$ cat config.mk
export PLATFORM = sky130hd
export DESIGN_NAME = pid_line_steer_mixer_flat
export DESIGN_NICKNAME = d
export VERILOG_FILES = /design/src/sv/plsm_pkg.sv /design/src/sv/plsm_if.sv /design/src/sv/plsm_cfg.sv /design/src/sv/plsm_ctrl.sv /design/src/sv/plsm_dp.sv /design/src/sv/pid_line_steer_mixer.sv /design/src/flat_wrapper.sv
export SDC_FILE = /design/constraint.sdc
export NUM_CORES = 2
export LEC_CHECK = 0
export BUFFER_PORTS_ARGS = -buffer_cell sky130_fd_sc_hd__buf_2
export CAP_MARGIN = 20
export CORE_ASPECT_RATIO = 0.7
export CORE_UTILIZATION = 45
export CTS_CLUSTER_SIZE = 24
export DETAILED_ROUTE_END_ITERATION = 16
export REMOVE_ABC_BUFFERS = 1
export SLEW_MARGIN = 40
export SYNTH_ARGS = -nofsm -noshare
export SYNTH_HDL_FRONTEND = slang
export SYNTH_SLANG_ARGS = --single-unit
export TNS_END_PERCENT = 100
$ cat constraint.sdc
create_clock -name clk -period 8.3 [get_ports clk]
set_clock_uncertainty 0.2 [all_clocks]
set_input_delay 1.245 -clock clk [delete_from_list [all_inputs] [get_ports clk]]
set_output_delay 1.245 -clock clk [all_outputs]
set_load 0.03 [all_outputs]
$ cat src/sv/plsm_pkg.sv
// Shared types, widths and constants for the line steer mixer.
package plsm_pkg;

  localparam int SAMPLE_W   = 7;
  localparam int POWER_W    = 8;
  localparam int LIMIT_W    = 7;
  localparam int GAIN_W     = 16;
  localparam int CFG_IDX_W  = 3;
  localparam int CFG_DATA_W = 16;
  localparam int ERR_W      = 9;
  localparam int ERR_SUM_W  = ERR_W + 1;
  localparam int INTEG_W    = 32;
  localparam int MUL_A_W    = GAIN_W + 1;
  localparam int MUL_B_W    = INTEG_W + 1;
  localparam int PROD_W     = MUL_A_W + MUL_B_W;
  localparam int ACC_W      = PROD_W + 1;
  localparam int FRAC_W     = 24;
  localparam int PD_SHIFT   = 16;
  localparam int WHOLE_W    = ACC_W - FRAC_W + 1;

  localparam int TURN_LIMIT_DEF = 100;
  localparam int MIX_SCALE      = 100;
  // x/100 == (x*5243)>>19 for 0 <= x < 43690
  localparam int DIV100_RECIP   = 5243;
  localparam int DIV100_SHIFT   = 19;
  // x/10 == (x*205)>>11 for 0 <= x < 1024
  localparam int DIV10_RECIP    = 205;
  localparam int DIV10_SHIFT    = 11;

  localparam logic [SAMPLE_W-1:0]       TARGET_RST    = 7'd0;
  localparam logic [GAIN_W-1:0]         GAIN_PROP_RST = 16'd384;
  localparam logic [GAIN_W-1:0]         GAIN_INTG_RST = 16'd839;
  localparam logic [GAIN_W-1:0]         GAIN_DERV_RST = 16'd5120;
  localparam logic [LIMIT_W-1:0]        CURB_HI_RST   = 7'd100;
  localparam logic signed [POWER_W-1:0] CURB_LO_RST   = -8'sd100;
  localparam logic [LIMIT_W-1:0]        PWR_MAX_RST   = 7'd100;
  localparam logic signed [POWER_W-1:0] PWR_MIN_RST   = -8'sd100;

  typedef enum logic [CFG_IDX_W-1:0] {
    REG_TARGET_LEVEL,
    REG_GAIN_PROP,
    REG_GAIN_INTEG,
    REG_GAIN_DERIV,
    REG_CURB_HI,
    REG_CURB_LO,
    REG_PWR_HI,
    REG_PWR_LO
  } cfg_reg_t;

  typedef struct packed {
    logic [SAMPLE_W-1:0]       target_level;
    logic [GAIN_W-1:0]         gain_prop;
    logic [GAIN_W-1:0]         gain_integ;
    logic [GAIN_W-1:0]         gain_deriv;
    logic [LIMIT_W-1:0]        curb_hi;
    logic signed [POWER_W-1:0] curb_lo;
    logic [LIMIT_W-1:0]        pwr_hi;
    logic signed [POWER_W-1:0] pwr_lo;
  } cfg_t;

  typedef enum logic [3:0] {
    ST_IDLE,
    ST_PREP,
    ST_MUL_P,
    ST_MUL_I,
    ST_MUL_D,
    ST_ACC,
    ST_CURB,
    ST_STEER,
    ST_MIX,
    ST_DIV,
    ST_FIN
  } state_t;

  typedef enum logic [2:0] {
    MUL_P,
    MUL_I,
    MUL_D,
    MUL_MIX,
    MUL_DIV
  } mul_sel_t;

  typedef enum logic [1:0] {
    ACC_HOLD,
    ACC_CLR,
    ACC_ADD,
    ACC_ADD_SH
  } acc_op_t;

  typedef struct packed {
    logic     load_in;
    logic     prep;
    logic     mul_en;
    mul_sel_t mul_sel;
    acc_op_t  acc_op;
    logic     curb_load;
    logic     steer_load;
    logic     out_load;
  } cmd_t;

endpackage

$ cat src/sv/plsm_if.sv
// Request channel interfaces: input items, result items, register writes.
interface plsm_in_if;
  import plsm_pkg::*;
  logic                       valid;
  logic                       ready;
  logic [SAMPLE_W-1:0]        reflect_sample;
  logic signed [POWER_W-1:0]  drive_power;
  logic                       trace_left;
  modport source (output valid, reflect_sample, drive_power, trace_left, input ready);
  modport sink   (input valid, reflect_sample, drive_power, trace_left, output ready);
endinterface

interface plsm_out_if;
  import plsm_pkg::*;
  logic                       valid;
  logic                       ready;
  logic signed [POWER_W-1:0]  left_wheel;
  logic signed [POWER_W-1:0]  right_wheel;
  logic signed [POWER_W-1:0]  turn_amount;
  modport source (output valid, left_wheel, right_wheel, turn_amount, input ready);
  modport sink   (input valid, left_wheel, right_wheel, turn_amount, output ready);
endinterface

interface plsm_cfg_if;
  import plsm_pkg::*;
  logic                   valid;
  logic                   ready;
  logic [CFG_IDX_W-1:0]   index;
  logic [CFG_DATA_W-1:0]  data;
  modport source (output valid, index, data, input ready);
  modport sink   (input valid, index, data, output ready);
endinterface

$ cat src/sv/plsm_cfg.sv
// Configuration register file.
module plsm_cfg (
  input  logic           clk,
  input  logic           rst_n,
  plsm_cfg_if.sink       cfg_if,
  output plsm_pkg::cfg_t cfg
);
  import plsm_pkg::*;

  cfg_t cfg_r, cfg_nxt;

  assign cfg_if.ready = 1'b1;
  assign cfg = cfg_r;

  always_comb begin
    cfg_nxt = cfg_r;
    if (cfg_if.valid) begin
      case (cfg_reg_t'(cfg_if.index))
        REG_TARGET_LEVEL: cfg_nxt.target_level = cfg_if.data[SAMPLE_W-1:0];
        REG_GAIN_PROP:    cfg_nxt.gain_prop    = cfg_if.data[GAIN_W-1:0];
        REG_GAIN_INTEG:   cfg_nxt.gain_integ   = cfg_if.data[GAIN_W-1:0];
        REG_GAIN_DERIV:   cfg_nxt.gain_deriv   = cfg_if.data[GAIN_W-1:0];
        REG_CURB_HI:      cfg_nxt.curb_hi      = cfg_if.data[LIMIT_W-1:0];
        REG_CURB_LO:      cfg_nxt.curb_lo      = $signed(cfg_if.data[POWER_W-1:0]);
        REG_PWR_HI:       cfg_nxt.pwr_hi       = cfg_if.data[LIMIT_W-1:0];
        REG_PWR_LO:       cfg_nxt.pwr_lo       = $signed(cfg_if.data[POWER_W-1:0]);
        default:          cfg_nxt = cfg_r;
      endcase
    end
  end

  always_ff @(posedge clk) begin
    if (!rst_n) begin
      cfg_r.target_level <= TARGET_RST;
      cfg_r.gain_prop    <= GAIN_PROP_RST;
      cfg_r.gain_integ   <= GAIN_INTG_RST;
      cfg_r.gain_deriv   <= GAIN_DERV_RST;
      cfg_r.curb_hi      <= CURB_HI_RST;
      cfg_r.curb_lo      <= CURB_LO_RST;
      cfg_r.pwr_hi       <= PWR_MAX_RST;
      cfg_r.pwr_lo       <= PWR_MIN_RST;
    end else begin
      cfg_r <= cfg_nxt;
    end
  end

endmodule

$ cat src/sv/plsm_ctrl.sv
// Sequencer: steps one request through the shared multiplier and the output register.
module plsm_ctrl (
  input  logic           clk,
  input  logic           rst_n,
  input  logic           in_valid,
  output logic           in_ready,
  output logic           out_valid,
  input  logic           out_ready,
  output plsm_pkg::cmd_t cmd
);
  import plsm_pkg::*;

  state_t state_r, state_nxt;
  logic   out_valid_r, out_valid_nxt;
  logic   out_free;

  assign out_free  = !out_valid_r || out_ready;
  assign in_ready  = (state_r == ST_IDLE);
  assign out_valid = out_valid_r;

  always_comb begin
    state_nxt = state_r;
    case (state_r)
      ST_IDLE:  if (in_valid) state_nxt = ST_PREP;
      ST_PREP:  state_nxt = ST_MUL_P;
      ST_MUL_P: state_nxt = ST_MUL_I;
      ST_MUL_I: state_nxt = ST_MUL_D;
      ST_MUL_D: state_nxt = ST_ACC;
      ST_ACC:   state_nxt = ST_CURB;
      ST_CURB:  state_nxt = ST_STEER;
      ST_STEER: state_nxt = ST_MIX;
      ST_MIX:   state_nxt = ST_DIV;
      ST_DIV:   state_nxt = ST_FIN;
      ST_FIN:   if (out_free) state_nxt = ST_IDLE;
      default:  state_nxt = ST_IDLE;
    endcase
  end

  always_comb begin
    cmd = '{load_in: 1'b0, prep: 1'b0, mul_en: 1'b0, mul_sel: MUL_P, acc_op: ACC_HOLD,
            curb_load: 1'b0, steer_load: 1'b0, out_load: 1'b0};
    case (state_r)
      ST_IDLE:  cmd.load_in = in_valid;
      ST_PREP:  cmd.prep = 1'b1;
      ST_MUL_P: begin
        cmd.mul_en  = 1'b1;
        cmd.mul_sel = MUL_P;
        cmd.acc_op  = ACC_CLR;
      end
      ST_MUL_I: begin
        cmd.mul_en  = 1'b1;
        cmd.mul_sel = MUL_I;
        cmd.acc_op  = ACC_ADD_SH;
      end
      ST_MUL_D: begin
        cmd.mul_en  = 1'b1;
        cmd.mul_sel = MUL_D;
        cmd.acc_op  = ACC_ADD;
      end
      ST_ACC:   cmd.acc_op = ACC_ADD_SH;
      ST_CURB:  cmd.curb_load = 1'b1;
      ST_STEER: cmd.steer_load = 1'b1;
      ST_MIX: begin
        cmd.mul_en  = 1'b1;
        cmd.mul_sel = MUL_MIX;
      end
      ST_DIV: begin
        cmd.mul_en  = 1'b1;
        cmd.mul_sel = MUL_DIV;
      end
      ST_FIN:   cmd.out_load = out_free;
      default:  cmd.load_in = 1'b0;
    endcase
  end

  always_comb begin
    out_valid_nxt = out_valid_r;
    if (cmd.out_load)   out_valid_nxt = 1'b1;
    else if (out_ready) out_valid_nxt = 1'b0;
  end

  always_ff @(posedge clk) begin
    if (!rst_n) begin
      state_r     <= ST_IDLE;
      out_valid_r <= 1'b0;
    end else begin
      state_r     <= state_nxt;
      out_valid_r <= out_valid_nxt;
    end
  end

endmodule

$ cat src/sv/plsm_dp.sv
// Datapath: error, integral, shared multiplier, accumulator, clamps and wheel mix.
module plsm_dp #(
  parameter int TURN_LIMIT = plsm_pkg::TURN_LIMIT_DEF
) (
  input  logic                                clk,
  input  logic                                rst_n,
  input  plsm_pkg::cmd_t                      cmd,
  input  plsm_pkg::cfg_t                      cfg,
  input  logic [plsm_pkg::SAMPLE_W-1:0]       in_sample,
  input  logic signed [plsm_pkg::POWER_W-1:0] in_power,
  input  logic                                in_left,
  output logic signed [plsm_pkg::POWER_W-1:0] left_wheel,
  output logic signed [plsm_pkg::POWER_W-1:0] right_wheel,
  output logic signed [plsm_pkg::POWER_W-1:0] turn_amount
);
  import plsm_pkg::*;

  localparam logic signed [POWER_W:0] TL = (POWER_W+1)'(TURN_LIMIT);

  // captured request
  logic [SAMPLE_W-1:0]       sample_r;
  logic signed [POWER_W-1:0] pin_r;
  logic                      left_r;

  // controller state
  logic signed [ERR_W-1:0]     prev_err_r, err_r;
  logic signed [ERR_SUM_W-1:0] diff_r;
  logic signed [INTEG_W-1:0]   integ_r;

  // shared multiplier and accumulator
  logic signed [MUL_A_W-1:0] mul_a;
  logic signed [MUL_B_W-1:0] mul_b;
  logic signed [PROD_W-1:0]  prod_r, prod_nxt;
  logic signed [ACC_W-1:0]   acc_r, acc_nxt;
  logic                      mix_neg_r;

  // steering
  logic signed [POWER_W-1:0] curb_r, power_r, turn_r, floor_r;
  logic [POWER_W-1:0]        m_r;

  logic signed [POWER_W-1:0] lp_r, rp_r;

  // ---- error and trapezoid integral
  logic signed [ERR_W-1:0]     e_c;
  logic signed [ERR_SUM_W-1:0] esum_c, ediff_c;
  logic signed [INTEG_W:0]     isum_c;
  logic signed [INTEG_W-1:0]   isat_c;

  always_comb begin
    e_c     = $signed({2'b00, cfg.target_level}) - $signed({2'b00, sample_r});
    esum_c  = ERR_SUM_W'(e_c) + ERR_SUM_W'(prev_err_r);
    ediff_c = ERR_SUM_W'(e_c) - ERR_SUM_W'(prev_err_r);
    isum_c  = (INTEG_W+1)'(integ_r) + (INTEG_W+1)'(esum_c);
    if (isum_c[INTEG_W] != isum_c[INTEG_W-1])
      isat_c = isum_c[INTEG_W] ? {1'b1, {(INTEG_W-1){1'b0}}} : {1'b0, {(INTEG_W-1){1'b1}}};
    else
      isat_c = isum_c[INTEG_W-1:0];
  end

  // ---- multiplier operands
  logic [15:0] mix_abs_c;

  always_comb begin
    mix_abs_c = prod_r[PROD_W-1] ? 16'(-prod_r) : prod_r[15:0];
    case (cmd.mul_sel)
      MUL_P: begin
        mul_a = $signed({1'b0, cfg.gain_prop});
        mul_b = MUL_B_W'(err_r);
      end
      MUL_I: begin
        mul_a = $signed({1'b0, cfg.gain_integ});
        mul_b = MUL_B_W'(integ_r);
      end
      MUL_D: begin
        mul_a = $signed({1'b0, cfg.gain_deriv});
        mul_b = MUL_B_W'(diff_r);
      end
      MUL_MIX: begin
        mul_a = $signed({{(MUL_A_W-POWER_W){1'b0}}, m_r});
        mul_b = MUL_B_W'(power_r);
      end
      MUL_DIV: begin
        mul_a = MUL_A_W'(DIV100_RECIP);
        mul_b = $signed({{(MUL_B_W-16){1'b0}}, mix_abs_c});
      end
      default: begin
        mul_a = '0;
        mul_b = '0;
      end
    endcase
    prod_nxt = mul_a * mul_b;
  end

  // ---- accumulator, Q.24
  always_comb begin
    case (cmd.acc_op)
      ACC_CLR:    acc_nxt = '0;
      ACC_ADD:    acc_nxt = acc_r + ACC_W'(prod_r);
      ACC_ADD_SH: acc_nxt = acc_r + {prod_r[ACC_W-PD_SHIFT-1:0], {PD_SHIFT{1'b0}}};
      default:    acc_nxt = acc_r;
    endcase
  end

  // ---- truncate toward zero, curb clamp, power clamp
  logic signed [ACC_W-1:0]   acc_neg_c;
  logic [WHOLE_W-2:0]        mag_c;
  logic signed [WHOLE_W-1:0] whole_c, cmax_c, cmin_c;
  logic signed [POWER_W-1:0] curb_c, pmax_c, pclamp_c;

  always_comb begin
    acc_neg_c = -acc_r;
    mag_c     = acc_r[ACC_W-1] ? acc_neg_c[ACC_W-1:FRAC_W] : acc_r[ACC_W-1:FRAC_W];
    whole_c   = acc_r[ACC_W-1] ? -$signed({1'b0, mag_c}) : $signed({1'b0, mag_c});
    cmax_c    = $signed({{(WHOLE_W-LIMIT_W){1'b0}}, cfg.curb_hi});
    cmin_c    = WHOLE_W'(cfg.curb_lo);
    if (whole_c > cmax_c)      curb_c = $signed({1'b0, cfg.curb_hi});
    else if (whole_c < cmin_c) curb_c = cfg.curb_lo;
    else                       curb_c = whole_c[POWER_W-1:0];

    pmax_c = $signed({1'b0, cfg.pwr_hi});
    if (pin_r > pmax_c)           pclamp_c = pmax_c;
    else if (pin_r < cfg.pwr_lo)  pclamp_c = cfg.pwr_lo;
    else                          pclamp_c = pin_r;
  end

  // ---- side sign, turn limit, mix factor, power/10 floor
  function automatic logic signed [POWER_W:0] in_left_sel(
    input logic                      lft,
    input logic signed [POWER_W-1:0] c
  );
    logic signed [POWER_W:0] cw;
    cw = (POWER_W+1)'(c);
    return lft ? -cw : cw;
  endfunction

  logic signed [POWER_W:0]   t_c, tclamp_c, tabs_c, pabs_c;
  logic [POWER_W+8:0]        fprod_c;
  logic [POWER_W-1:0]        fq_c;

  always_comb begin
    t_c = in_left_sel(left_r, curb_r);
    if (t_c > TL)       tclamp_c = TL;
    else if (t_c < -TL) tclamp_c = -TL;
    else                tclamp_c = t_c;
    tabs_c  = tclamp_c[POWER_W] ? -tclamp_c : tclamp_c;
    pabs_c  = power_r[POWER_W-1] ? -(POWER_W+1)'(power_r) : (POWER_W+1)'(power_r);
    fprod_c = (POWER_W+9)'(pabs_c) * (POWER_W+9)'(DIV10_RECIP);
    fq_c    = POWER_W'(fprod_c >> DIV10_SHIFT);
  end

  // ---- quotient, floor and wheel assignment
  logic [POWER_W-1:0]        q_c;
  logic signed [POWER_W-1:0] qs_c, inner_c, lp_c, rp_c;

  always_comb begin
    q_c     = prod_r[DIV100_SHIFT+POWER_W-1:DIV100_SHIFT];
    qs_c    = mix_neg_r ? -$signed(q_c) : $signed(q_c);
    inner_c = (qs_c < floor_r) ? floor_r : qs_c;
    if (turn_r > 0) begin
      lp_c = power_r;
      rp_c = inner_c;
    end else if (turn_r < 0) begin
      lp_c = inner_c;
      rp_c = power_r;
    end else begin
      lp_c = power_r;
      rp_c = power_r;
    end
  end

  always_ff @(posedge clk) begin
    if (!rst_n) begin
      prev_err_r <= '0;
      integ_r    <= '0;
    end else if (cmd.prep) begin
      prev_err_r <= e_c;
      integ_r    <= isat_c;
    end
  end

  always_ff @(posedge clk) begin
    if (cmd.load_in) begin
      sample_r <= in_sample;
      pin_r    <= in_power;
      left_r   <= in_left;
    end
    if (cmd.prep) begin
      err_r  <= e_c;
      diff_r <= ediff_c;
    end
    if (cmd.mul_en) prod_r <= prod_nxt;
    if (cmd.mul_en && cmd.mul_sel == MUL_DIV) mix_neg_r <= prod_r[PROD_W-1];
    acc_r <= acc_nxt;
    if (cmd.curb_load) begin
      curb_r  <= curb_c;
      power_r <= pclamp_c;
    end
    if (cmd.steer_load) begin
      turn_r  <= tclamp_c[POWER_W-1:0];
      m_r     <= POWER_W'(MIX_SCALE) - tabs_c[POWER_W-1:0];
      floor_r <= power_r[POWER_W-1] ? -$signed(fq_c) : $signed(fq_c);
    end
    if (cmd.out_load) begin
      lp_r        <= lp_c;
      rp_r        <= rp_c;
      turn_amount <= turn_r;
    end
  end

  assign left_wheel  = lp_r;
  assign right_wheel = rp_r;

endmodule

$ cat src/sv/pid_line_steer_mixer.sv
// Top level: PID line-edge steering with a differential-drive wheel mixer.
//
// Usage
//   in_if  : one request per control tick (reflect_sample, drive_power,
//            trace_left), accepted when valid and ready are both high.
//   out_if : one result request per input (left_wheel, right_wheel,
//            turn_amount), held in an output register until taken.
//   cfg_if : register writes (index, data), always ready; write only while
//            no request is in flight.
// Sequence
//   The sequencer walks each request through PREP, MUL_P, MUL_I, MUL_D,
//   ACC, CURB, STEER, MIX, DIV and FIN, passing five products (P, I, D,
//   mix, /100) through the single 17x33 multiplier, with clamp stages in
//   between; a new request is accepted only when the sequencer is idle.
// Stall
//   While a result waits on out_if, the next request is accepted and worked
//   on; it parks in the final step until the output register is free.
// Reset
//   rst_n (synchronous, active low) restores register defaults and clears
//   the previous error, the integral sum and the output valid.
module pid_line_steer_mixer #(
  parameter int TURN_LIMIT = plsm_pkg::TURN_LIMIT_DEF
) (
  input  logic        clk,
  input  logic        rst_n,
  plsm_in_if.sink     in_if,
  plsm_out_if.source  out_if,
  plsm_cfg_if.sink    cfg_if
);
  import plsm_pkg::*;

  cfg_t cfg;
  cmd_t cmd;

  // register file
  plsm_cfg u_cfg (
    .clk    (clk),
    .rst_n  (rst_n),
    .cfg_if (cfg_if),
    .cfg    (cfg)
  );

  // sequencer owns the input and output handshakes
  plsm_ctrl u_ctrl (
    .clk       (clk),
    .rst_n     (rst_n),
    .in_valid  (in_if.valid),
    .in_ready  (in_if.ready),
    .out_valid (out_if.valid),
    .out_ready (out_if.ready),
    .cmd       (cmd)
  );

  // arithmetic and result register
  plsm_dp #(.TURN_LIMIT(TURN_LIMIT)) u_dp (
    .clk         (clk),
    .rst_n       (rst_n),
    .cmd         (cmd),
    .cfg         (cfg),
    .in_sample   (in_if.reflect_sample),
    .in_power    (in_if.drive_power),
    .in_left     (in_if.trace_left),
    .left_wheel  (out_if.left_wheel),
    .right_wheel (out_if.right_wheel),
    .turn_amount (out_if.turn_amount)
  );

endmodule

$ cat src/flat_wrapper.sv
// flat-port wrapper written by rule: the top's interface ports become plain ports
module pid_line_steer_mixer_flat import plsm_pkg::*;
#(
  parameter int TURN_LIMIT = plsm_pkg::TURN_LIMIT_DEF
)
  (clk, rst_n, in_if_valid, in_if_reflect_sample, in_if_drive_power, in_if_trace_left, in_if_ready, out_if_valid, out_if_left_wheel, out_if_right_wheel, out_if_turn_amount, out_if_ready, cfg_if_valid, cfg_if_index, cfg_if_data, cfg_if_ready);
  plsm_in_if in_if_i ();
  plsm_out_if out_if_i ();
  plsm_cfg_if cfg_if_i ();
  input  logic clk;
  input  logic rst_n;
  input wire logic [$bits(in_if_i.valid)-1:0] in_if_valid;
  input wire logic [$bits(in_if_i.reflect_sample)-1:0] in_if_reflect_sample;
  input wire logic [$bits(in_if_i.drive_power)-1:0] in_if_drive_power;
  input wire logic [$bits(in_if_i.trace_left)-1:0] in_if_trace_left;
  output wire logic [$bits(in_if_i.ready)-1:0] in_if_ready;
  output wire logic [$bits(out_if_i.valid)-1:0] out_if_valid;
  output wire logic [$bits(out_if_i.left_wheel)-1:0] out_if_left_wheel;
  output wire logic [$bits(out_if_i.right_wheel)-1:0] out_if_right_wheel;
  output wire logic [$bits(out_if_i.turn_amount)-1:0] out_if_turn_amount;
  input wire logic [$bits(out_if_i.ready)-1:0] out_if_ready;
  input wire logic [$bits(cfg_if_i.valid)-1:0] cfg_if_valid;
  input wire logic [$bits(cfg_if_i.index)-1:0] cfg_if_index;
  input wire logic [$bits(cfg_if_i.data)-1:0] cfg_if_data;
  output wire logic [$bits(cfg_if_i.ready)-1:0] cfg_if_ready;
  assign in_if_i.valid = in_if_valid;
  assign in_if_i.reflect_sample = in_if_reflect_sample;
  assign in_if_i.drive_power = in_if_drive_power;
  assign in_if_i.trace_left = in_if_trace_left;
  assign in_if_ready = in_if_i.ready;
  assign out_if_valid = out_if_i.valid;
  assign out_if_left_wheel = out_if_i.left_wheel;
  assign out_if_right_wheel = out_if_i.right_wheel;
  assign out_if_turn_amount = out_if_i.turn_amount;
  assign out_if_i.ready = out_if_ready;
  assign cfg_if_i.valid = cfg_if_valid;
  assign cfg_if_i.index = cfg_if_index;
  assign cfg_if_i.data = cfg_if_data;
  assign cfg_if_ready = cfg_if_i.ready;
  pid_line_steer_mixer #(.TURN_LIMIT(TURN_LIMIT)) u_core (.clk(clk), .rst_n(rst_n), .in_if(in_if_i), .out_if(out_if_i), .cfg_if(cfg_if_i));
endmodule
==> flow_metrics.env <==
export IMPL_cpPeakStageDelay_ps=580
export IMPL_pre_cts_ws_ps=-577.2
export IMPL_synth_cell_type_count=91
export IMPL_critPathSlowestCell="fa_2"
export IMPL_portBuffers=65
export IMPL_drive_above_1_share_pct=12.61
export IMPL_gr_usage_all_layers_pct=27.00
export IMPL_post_drt_wl_per_cell_um=20.06
export IMPL_crit_path_start="u_core.u_dp.prod_r[7]"
export IMPL_die_w_um=371.7
export IMPL_synth_async_reset_ratio_pct=0
export IMPL_maxCapViolCount=0
export IMPL_worstPathMaxFanout=6
export IMPL_synth_area_sq_um=43050
export IMPL_yosys_area_top_type="fa_1"
export IMPL_initialDrtViolationCount=3069
export IMPL_finalSetupViolCount=0
export IMPL_clock_sinks=328
export IMPL_grt_pass1_wl_um=202200
export IMPL_yosys_warnings=0
export IMPL_synth_area_leaders="fa_1 25%, edfxtp_1 14%, ha_1 11%"
export IMPL_cts_tree="done"
export IMPL_vias=35460
export IMPL_fp_coreArea_sq_um=94330
export IMPL_worstHoldPathType="flip-flop to flip-flop"
export IMPL_hold_viol=0
export IMPL_synthToLayoutAreaGrowth_pct=14.22
export IMPL_timing_rr_start="u_core.u_dp.prod_r[7]"
export IMPL_clk_latency_ps=600
export IMPL_cts_buffer_depth=3
export IMPL_synth_commonest_cells="765 x inv_1, 671 x nand2_1, 546 x fa_1, 393 x nor2_1, 362 x ha_1"
export IMPL_final_area_sq_um=49170
export IMPL_synth_edf_count=198
export IMPL_drt_total_wl_um=129900
export IMPL_rows=94
export IMPL_tightest_slew_ps=891.4
export IMPL_h_tree_depth=2
export IMPL_dpl_hpwl_um=106200
export IMPL_dieArea_sq_um=96920
export IMPL_critPathBufInv=7
export IMPL_via_per_inst=5.479
export IMPL_slew_viol_final=0
export IMPL_critPathCaptureType="flip-flop"
export IMPL_synth_most_common_cell="inv_1"
export IMPL_overflow=0
export IMPL_synth_ff_type="edfxtp_1"
export IMPL_drc=0
export IMPL_power_leakage_nw=22.82
export IMPL_floorplan_initialDensity_pct=45.64
export IMPL_postSynthAreaPerCell_sq_um=8.801
export IMPL_critical_path_class="flip-flop to flip-flop"
export IMPL_required_ps=8430
export IMPL_seq_area_sq_um=8556
export IMPL_hold_start="u_core.u_dp.turn_r[4]"
export IMPL_grt_max_degree=73
export IMPL_gp_congestion=0.9600
export IMPL_multiInputGateArea_sq_um=31610
export IMPL_clk_pin_slew_ps=60
export IMPL_power_density_nw_per_um2=400.2
export IMPL_setup_ws_ps=47.50
export IMPL_rsz0062_at_grt="true"
export IMPL_max_freq_mhz=121.2
export IMPL_drtPass1Iterations=5
export IMPL_layout_min_cycle_time_ps=8252
export IMPL_startpoint_type="flip-flop"
export IMPL_period_share_pct=99.43
export IMPL_synth_top_area_share_pct=25.39
export IMPL_antenna_found_initial=2
export IMPL_fin_nets=6143
export IMPL_die_y_um=260.8
export IMPL_num_fill_cells=8830
export IMPL_peakVddDrop_mv=0.4328
export IMPL_grt_pass1_vias=34890
export IMPL_ys_ff_latch=328
export IMPL_io_pins=67
export IMPL_holdWs_ps=251.1
export IMPL_maxSlewHeadroom_pct=39.04
export IMPL_clockRootBuffer="clkbuf_16"
export IMPL_placed_area_sq_um=47210
export IMPL_path_delay_family="adder cells"
export IMPL_crit_arrival_ps=8380
export IMPL_seq_area_frac_synth_pct=19.86
export IMPL_synth_cells=4891
export IMPL_ant_nets=0
export IMPL_outcome="finished, final reports clean"
export IMPL_numCtsBuffers=37
-- cells by family (layout without fill, tap and decap cells) --
kind of cell / after synthesis / count (layout) / share of synthesized area (%)
buffers and inverters: 939 / 1266 / 8.235
other: 2 / 9 / 0.01745
and+or+nand+nor: 1471 / 1471 / 15.23
muxes: 59 / 59 / 1.459
AOI/OAI and AO/OA: 905 / 905 / 13.53
adders and majority gates: 937 / 937 / 36.59
xor gates and xnor gates: 250 / 250 / 5.087
DFF: 328 / 328 / 19.86
-- through the flow --
stage          power (mW)  utilization [%]  TNS (ps)  instances
6_report            19.68            52.13         0       6473
5_1_grt             21.51            52.12     -1500       6472
4_1_cts             18.75            51.58         0       6461
3_5_place_dp        16.48            50.05     -6401       6385
3_3_place_gp        16.33            49.99     -5320       6383
2_1_floorplan       11.92                -    -49470       4726
-- layout make-up --
type / count / area share [%]
flip-flops and latches: 328 / 17.40
inverters: 768 / 5.873
well taps: 1248 / 3.176
repair buffers: 430 / 6.822
clock buffers: 47 / 2.000
multi-input cells: 3630 / 64.30
diodes: 1 / 0.005089
clock inverters: 21 / 0.4250
-- report_power, final --
| group | leakage [nW] | total [mW] | internal, mW | switching [mW] |
|---|---|---|---|---|
| logic | 19.3 | 15.3 | 6.99 | 8.30 |
| registers | 2.90 | 2.69 | 2.39 | 0.308 |
| clock network | 0.588 | 1.70 | 0.944 | 0.751 |
| total | 22.8 | 19.7 | 10.3 | 9.36 |
-- layer usage --
metal	part of all wire (%)	wire length [um]	GRT usage, %	vias up
li1	-	-	-	16750
met1	49	63180	42.11	17280
met2	38	49740	36.54	1314
met3	12	15310	8.445	115
met4	1.3	1631	3.814	0
met5	0	0	0	-
-- sequential cells by signal (all words and copies together), names as in the netlist, 4 cells and up --
| name | cells |
|---|---|
| u_core.u_dp.floor_r | 8 |
| u_core.u_dp.m_r | 7 |
| u_core.u_dp.curb_r | 8 |
| u_core.u_dp.power_r | 8 |
| u_core.u_dp.integ_r | 32 |
| u_core.u_dp.sample_r | 7 |
| u_core.u_dp.err_r | 8 |
| u_core.u_dp.prev_err_r | 8 |
| u_core.u_dp.turn_amount | 8 |
| u_core.u_dp.diff_r | 9 |
| u_core.u_dp.acc_r | 51 |
| u_core.u_dp.prod_r | 50 |
| u_core.u_dp.turn_r | 8 |
| u_core.u_dp.pin_r | 8 |
| u_core.u_ctrl.state_r | 4 |
| u_core.u_dp.left_wheel | 8 |
| u_core.u_cfg.cfg | 85 |
| u_core.u_dp.right_wheel | 8 |
-- path summary, 6_finish.rpt --
| path | to | slack [ps] | cells past startpoint |
|---|---|---|---|
| max reg2reg | u_core.u_dp.prod_r[44] | 50 | 33 |
| max | u_core.u_dp.prod_r[44] | 50 | 33 |
| min reg2reg | u_core.u_dp.turn_amount[4] | 250 | 0 |
| min | u_core.u_dp.turn_amount[4] | 250 | 0 |
-- worst reg2reg max path, delay by kind of cell (launching register included) --
kind	cells	cell delay (ps)
xor gates and xnor gates	2	400
and+or+nand+nor	5	1100
DFF	1	390
adders and majority gates	7	3250
AOI/OAI and AO/OA	12	1990
buffers and inverters	7	670
-- cell usage in the layout, fill, tap and decap left out, types with 15 or more instances in the layout --
master,n
edfxtp_1,198
mux2i_1,31
nand2_1,668
a221o_1,16
o211ai_1,26
xnor2_1,148
or3_1,26
fa_1,539
nand2b_1,51
o21bai_1,24
a21o_1,117
nor2_1,386
nor3_1,55
a22oi_1,18
ha_1,352
or2_2,17
mux2_2,25
xor2_1,96
nand3_1,65
clkbuf_16,37
and2_1,23
a21oi_1,286
buf_12,15
o21a_1,26
buf_4,334
inv_1,754
and3_1,22
dfxtp_1,126
o21ai_0,153
a31oi_1,18
nor2b_1,42
buf_2,65
o22ai_1,18
a211oi_1,26
o31ai_1,17
maj3_1,29
nand4_1,31
-- repair_timing --
item	4_1_cts	5_1_grt
endpoints found under the hold margin	0	0
endpoints found under the setup margin	20	24
setup buffers	8	11
gates resized for setup	40	92
pin swaps	38	82
hold buffers	0	0
Power figures use the tool's default switching activity.
